<file path="src/sv/irs_pkg.sv">
// Shared types and constants for the image resampler.
// Depends on nothing; irs_catmull, the top level and the testbench refer to it by scoped names.
`default_nettype none

package irs_pkg;

    // Fixed-point layout
    localparam int PIXEL_BITS = 16;
    localparam int FRAC_BITS  = 16;
    localparam int GUARD_BITS = 8;
    // Signed width of a Catmull-Rom tap or pass result
    localparam int VAL_BITS   = 20;
    // Signed width of the Horner accumulator
    localparam int ACC_BITS   = 34;
    // Signed width of a source position (origin + coord * step)
    localparam int POS_BITS   = 39;
    // Signed width of a neighbour coordinate before clamping
    localparam int COORD_BITS = 25;

    // Configuration register indexes
    localparam logic [2:0] CFG_MODE   = 3'd0;
    localparam logic [2:0] CFG_WIDTH  = 3'd1;
    localparam logic [2:0] CFG_HEIGHT = 3'd2;
    localparam logic [2:0] CFG_STEP   = 3'd3;
    localparam logic [2:0] CFG_ORG_X  = 3'd4;
    localparam logic [2:0] CFG_ORG_Y  = 3'd5;

    // Sample modes (codes 2 and 3 both mean bicubic)
    localparam logic [1:0] MODE_NEAREST  = 2'd0;
    localparam logic [1:0] MODE_BILINEAR = 2'd1;

    // Item operations
    localparam logic OP_WRITE = 1'b0;
    localparam logic OP_READ  = 1'b1;

    typedef struct packed {
        logic        op;
        logic [11:0] col;
        logic [11:0] row;
        logic [15:0] pixel_in;
    } t_in_word;

    typedef struct packed {
        logic [15:0] sample;
        logic        saturated;
    } t_out_word;

endpackage

`default_nettype wire

</file>
<file path="src/sv/irs_catmull.sv">
// Shared 1-D Catmull-Rom unit: Horner evaluation with one multiplier,
// three multiply/add steps. Depends on irs_pkg.
`default_nettype none

module irs_catmull (
    input  wire logic                                   i_clk,
    input  wire logic                                   i_rst_n,
    input  wire logic                                   i_start,
    input  wire logic signed [irs_pkg::VAL_BITS-1:0]    i_p [4],
    input  wire logic        [irs_pkg::FRAC_BITS-1:0]   i_t,
    output logic                                        o_done,
    output logic signed      [irs_pkg::VAL_BITS-1:0]    o_result
);

    localparam int AB = irs_pkg::ACC_BITS;
    localparam int FB = irs_pkg::FRAC_BITS;
    localparam int GB = irs_pkg::GUARD_BITS;
    localparam logic signed [AB-1:0] GS_HALF = AB'(1) <<< GB;

    typedef enum logic [1:0] {S_IDLE, S_MUL, S_ADD, S_FIN} t_state;

    t_state                  r_state;
    logic signed [AB-1:0]    r_a, r_b, r_c, r_r;
    logic signed [AB+FB:0]   r_prod;
    logic        [FB-1:0]    r_t;
    logic        [1:0]       r_step;
    logic                    r_done;
    logic signed [irs_pkg::VAL_BITS-1:0] r_result;

    logic signed [AB-1:0] e0, e1, e2, e3;
    logic signed [AB-1:0] n_c, n_d, coef, n_r, n_fin;

    // Polynomial coefficients from the four taps
    assign e0  = AB'(i_p[0]);
    assign e1  = AB'(i_p[1]);
    assign e2  = AB'(i_p[2]);
    assign e3  = AB'(i_p[3]);
    assign n_c = (e0 <<< 1) - (e1 * AB'(5)) + (e2 <<< 2) - e3;
    assign n_d = (e1 * AB'(3)) - (e2 * AB'(3)) + e3 - e0;

    // Coefficient added after each multiply: c, then b, then a
    always_comb begin
        case (r_step)
            2'd0:    coef = r_c;
            2'd1:    coef = r_b;
            default: coef = r_a;
        endcase
    end

    assign n_r   = AB'(r_prod >>> FB) + (coef <<< GB);
    assign n_fin = (r_r + GS_HALF) >>> (GB + 1);

    // Sequencer, datapath registers and done pulse
    always_ff @(posedge i_clk) begin
        if (!i_rst_n) begin
            r_state <= S_IDLE;
            r_done  <= 1'b0;
        end else begin
            r_done <= (r_state == S_FIN);
            case (r_state)
                S_IDLE: begin
                    if (i_start) begin
                        r_a     <= e1 <<< 1;
                        r_b     <= e2 - e0;
                        r_c     <= n_c;
                        r_r     <= n_d <<< GB;
                        r_t     <= i_t;
                        r_step  <= 2'd0;
                        r_state <= S_MUL;
                    end
                end
                S_MUL: begin
                    r_prod  <= r_r * $signed({1'b0, r_t});
                    r_state <= S_ADD;
                end
                S_ADD: begin
                    r_r    <= n_r;
                    r_step <= r_step + 2'd1;
                    if (r_step == 2'd2) begin
                        r_state <= S_FIN;
                    end else begin
                        r_state <= S_MUL;
                    end
                end
                S_FIN: begin
                    r_result <= n_fin[irs_pkg::VAL_BITS-1:0];
                    r_state  <= S_IDLE;
                end
                default: r_state <= S_IDLE;
            endcase
        end
    end

    assign o_done   = r_done;
    assign o_result = r_result;

endmodule

`default_nettype wire

</file>
<file path="config.mk">
export PLATFORM = sky130hd
export DESIGN_NAME = irs_catmull
export DESIGN_NICKNAME = d
export VERILOG_FILES = /design/src/sv/irs_pkg.sv /design/src/sv/irs_catmull.sv
export SDC_FILE = /design/constraint.sdc
export NUM_CORES = 2
export LEC_CHECK = 0
export ABC_CLOCK_PERIOD_IN_PS = 33100
export BUFFER_PORTS_ARGS = -buffer_cell sky130_fd_sc_hd__buf_2
export CAP_MARGIN = 15
export CORE_ASPECT_RATIO = 0.7
export CORE_MARGIN = 1
export CORE_UTILIZATION = 60
export CTS_BUF_LIST = sky130_fd_sc_hd__clkbuf_8
export CTS_CLUSTER_DIAMETER = 80
export DETAILED_ROUTE_END_ITERATION = 8
export PLACE_DENSITY = 0.84
export SLEW_MARGIN = 10
export SYNTH_ARGS = -nofsm -noshare
export SYNTH_HDL_FRONTEND = slang
export SYNTH_SLANG_ARGS = --single-unit
</file>
<file path="constraint.sdc">
create_clock -name i_clk -period 33.1 [get_ports i_clk]
set_clock_uncertainty 0.2 [all_clocks]
set_input_delay 6.62 -clock i_clk [delete_from_list [all_inputs] [get_ports i_clk]]
set_output_delay 6.62 -clock i_clk [all_outputs]
set_load 0.05 [all_outputs]
</file>
==> results.tsv <==
stage	metric	value	unit
worst_hold_path	hp-class	reg -> reg	
cells_and_area	fin_nets	4534	
setup_path	worst-path-buf-inv	4	
setup_path	cp_max_fo	5	
clock_tree	post_cts.repair.setup_buffers	0	
setup_path	startpoint	i_p[41]	
setup_path	crit_top_cell	fa_1	
timing	setup_tns	0	ns
global_route	grt_pass1_wl	130000	um
timing	slew_viol_final	0	
cells_and_area	drive_above_1_share	5.67	%
routing	drt_iter0_drc	1822	
routing	wl_per_cell	18.7	um
yosys	synthesis.nets	4484	
setup_path	crit_chain	buf_2 > fa_1 > inv_1 > fa_1 > fa_1 > fa_1 > inv_1 > ha_1 > inv_1 > fa_1 > nor2b_1 > o31a_1 > o211ai_1 > a21oi_1 > a211oi_1 > o31ai_1 > nand2_1 > o2bb2ai_1	
die	rows	71	
clock_tree	h-tree-depth	4	
yosys	syn_inst	3431	
die	io_pins	120	
die	coreArea	54100	um2
die	die-area	56200	um2
global_route	grt_pass1_vias	25500	
worst_hold_path	hold_start	r_prod[18]$_DFFE_PP_	
timing	max_freq	0.0893	GHz
timing	fin_crit_sh	33.8	%
clock_tree	ctsHoldBuffers	0	
setup_path	arrival	11.29	ns
setup_path	r2r-end	r_prod[45]$_DFFE_PP_	
placed_design	port_buffers	119	
clock_tree	cts_tree	done	
yosys	synth_flop_cell	edfxtp_1	
setup_path	cp.required	33.19	ns
yosys	synth_seq_cells	176	
timing	finalHoldViolCount	0	
setup_path	cp-end-kind	flip-flop	
routing	num_vias	23800	
timing	period_minus_slack	11.20	ns
clock_tree	clkLatencyLatePin	0.56	ns
cells_and_area	area_delta_synth_final	5.17	%
clock_tree	cts_sinks	176	
timing	rsz0062_at_grt	no	
yosys	yosysWarnings	0	
routing	ant_nets	0	
setup_path	cpPeakStageDelay	0.56	ns
clock_tree	cts.repair.resized	0	
placed_design	dpl.hpwl	61100	um
global_route	antenna_found_initial	5	
setup_path	r2r-start	r_r[10]$_DFFE_PP_	
die	fp.dieH	199	um
clock_tree	cts.path.max_buffers	2	
setup_path	cp-start-kind	input port	
yosys	avgSynthCellArea	9.65	um2
routing	drt_wl_total	78900	um
global_route	grtUsageTotal	30.1	%
setup_path	worstSetupPathType	in -> reg	
cells_and_area	fin_util	64.4	%
yosys	ys_async_sr_fraction	0	%
yosys	synth_cell_types	72	
yosys	syn_area	33100	um2
die	start_util	61.2	%
clock_tree	path_clk_slew	0.10	ns
timing	worstMarginPinSlew	1.07	ns
clock_tree	cts_root_buf	clkbuf_8	
worst_hold_path	min_path_cells	1	
run_status	status	completed	
setup_path	reg2reg_depth	20	
setup_path	worst-r2r-setup-slack	25.60	ns
placed_design	routabilityCongestion	0.919	
die	dieWidth	283	um
flow_run	cap_violations	0	
timing	setup_viol	0	
yosys	synth_edf_count	173	
global_route	grt_remaining_overflow	0	
setup_path	crit_slowest_cell	fa_1	
worst_hold_path	hold-path-endpoint	r_r[2]$_SDFFCE_PN0P_	
timing	relSlewSlack	28.7	%
routing	first_pass_iters	5	
global_route	grt_max_degree	75	
clock_tree	numCtsBuffers	17	
yosys	synth-seq-area-share	15.9	%
routing	drcViolationCount	0	
setup_path	cpLargestDelayFamily	adder cells	
routing	viasPerCell	5.63	
[placed cells by master, fill, tap and decap left out, drive strengths merged, types with 16 or more instances in the layout]
cell type and n:
nand2b 17, a22oi 21, o21a 16, nor2b 16
ha 302, and3 16, a21o 30, nor2 84
fa 652, a21oi 88, xor2 48, xnor2 82
buf 146, o21ai 72, inv 848, nand3 23
edfxtp 173, and2 211, nand2 465, clkbuf 17
nor3 18
[cell usage after synthesis (9+ instances only)]
| cell type | count | area, um2 |
|---|---|---|
| inv_1 | 842 | 3160 |
| fa_1 | 652 | 13100 |
| nand2_1 | 465 | 1750 |
| ha_1 | 302 | 3780 |
| and2_1 | 211 | 1320 |
| edfxtp_1 | 173 | 5190 |
| clkbuf_1 | 111 | 417 |
| a21oi_1 | 88 | 440 |
| nor2_1 | 84 | 315 |
| xnor2_1 | 82 | 718 |
| xor2_1 | 48 | 420 |
| o21ai_0 | 38 | 190 |
| o21ai_1 | 33 | 165 |
| a21o_1 | 30 | 225 |
| nand3_1 | 23 | 115 |
| a22oi_1 | 21 | 158 |
| nor3_1 | 18 | 90.1 |
| nand2b_1 | 17 | 106 |
| and3_1 | 16 | 100 |
| nor2b_1 | 16 | 100 |
| o21a_1 | 16 | 120 |
| o21bai_1 | 13 | 97.6 |
| a211oi_1 | 12 | 90.1 |
| nand4_1 | 10 | 62.6 |
| a31oi_1 | 9 | 56.3 |
[worst max-delay path by stage]
stage,end,slack (ns),cells past startpoint
6_report,r_r[32]$_DFFE_PP_,21.90,18
2_1_floorplan,r_a[10]$_DFFE_PP_,17.65,1
5_1_grt,r_r[32]$_DFFE_PP_,21.74,18
3_5_place_dp,r_r[32]$_DFFE_PP_,21.39,18
3_3_place_gp,r_r[30]$_DFFE_PP_,21.50,18
4_1_cts,r_r[32]$_DFFE_PP_,21.97,18
[logic make-up after synthesis]
logic type / Yosys count / share of synthesized area (%)
DFF: 176 / 15.9
AOI/OAI and AO/OA: 321 / 6.35
muxes: 2 / 0.0604
adders and majority gates: 954 / 50.8
buffers and inverters: 957 / 10.8
xor gates and xnor gates: 130 / 3.44
and+or+nand+nor: 891 / 12.6
[metrics by stage]
stage               hold WS (ns)  std cells  setup WS, ns  cell area, um2
floorplan                  0.297       3431         17.65           33100
global placement           0.301       4192         21.50           34400
detailed placement         0.303       4192         21.39           34400
CTS                        0.327       4224         21.97           34800
global route               0.345       4227         21.74           34800
finish                     0.326       4228         21.90           34800
[sequential cells by signal, summed over array words and instances (netlist names)]
signal and count:
o_done 1, r_c 26, r_r 34, o_result 20
r_b 21, r_prod 34, r_a 20, r_state 2
r_t 16, r_step 2
[layer usage]
layer | up-vias | global-route usage, % | share of wire [%]
met5 | - | 0 | 0.016
met4 | 2 | 11.1 | 3.1
met3 | 206 | 5.81 | 9.6
met2 | 1166 | 49.5 | 48
met1 | 11900 | 39.9 | 40
li1 | 10500 | - | -
[worst register-to-register path, cell delays in order (launching register included)]
cell and delay [ns]:
edfxtp_1 1.05, nand2_1 0.20, fa_1 0.54, fa_1 0.52
fa_1 0.52, inv_1 0.07, fa_1 0.49, fa_1 0.49
inv_1 0.06, fa_1 0.50, inv_1 0.05, ha_1 0.30
nand4_1 0.13, nor2_1 0.07, a211oi_2 0.58, nand4_1 0.19
a31o_2 0.35, a221oi_2 0.41, o21ai_1 0.19, a211oi_1 0.26
a211oi_1 0.09
[layout make-up]
| type | count | area, um2 |
|---|---|---|
| sequential | 176 | 5260 |
| antenna | 4 | 10.0 |
| tap | 730 | 913 |
| multi-input combinational | 2298 | 24300 |
| fill | 4095 | 19300 |
| clock inverter | 15 | 168 |
| timing repair buffer | 146 | 798 |
| inverter | 842 | 3160 |
| clock buffer | 17 | 234 |
Power is not shown: default switching activity piles up to over one toggle a cycle in this logic, so the estimate is an artifact.
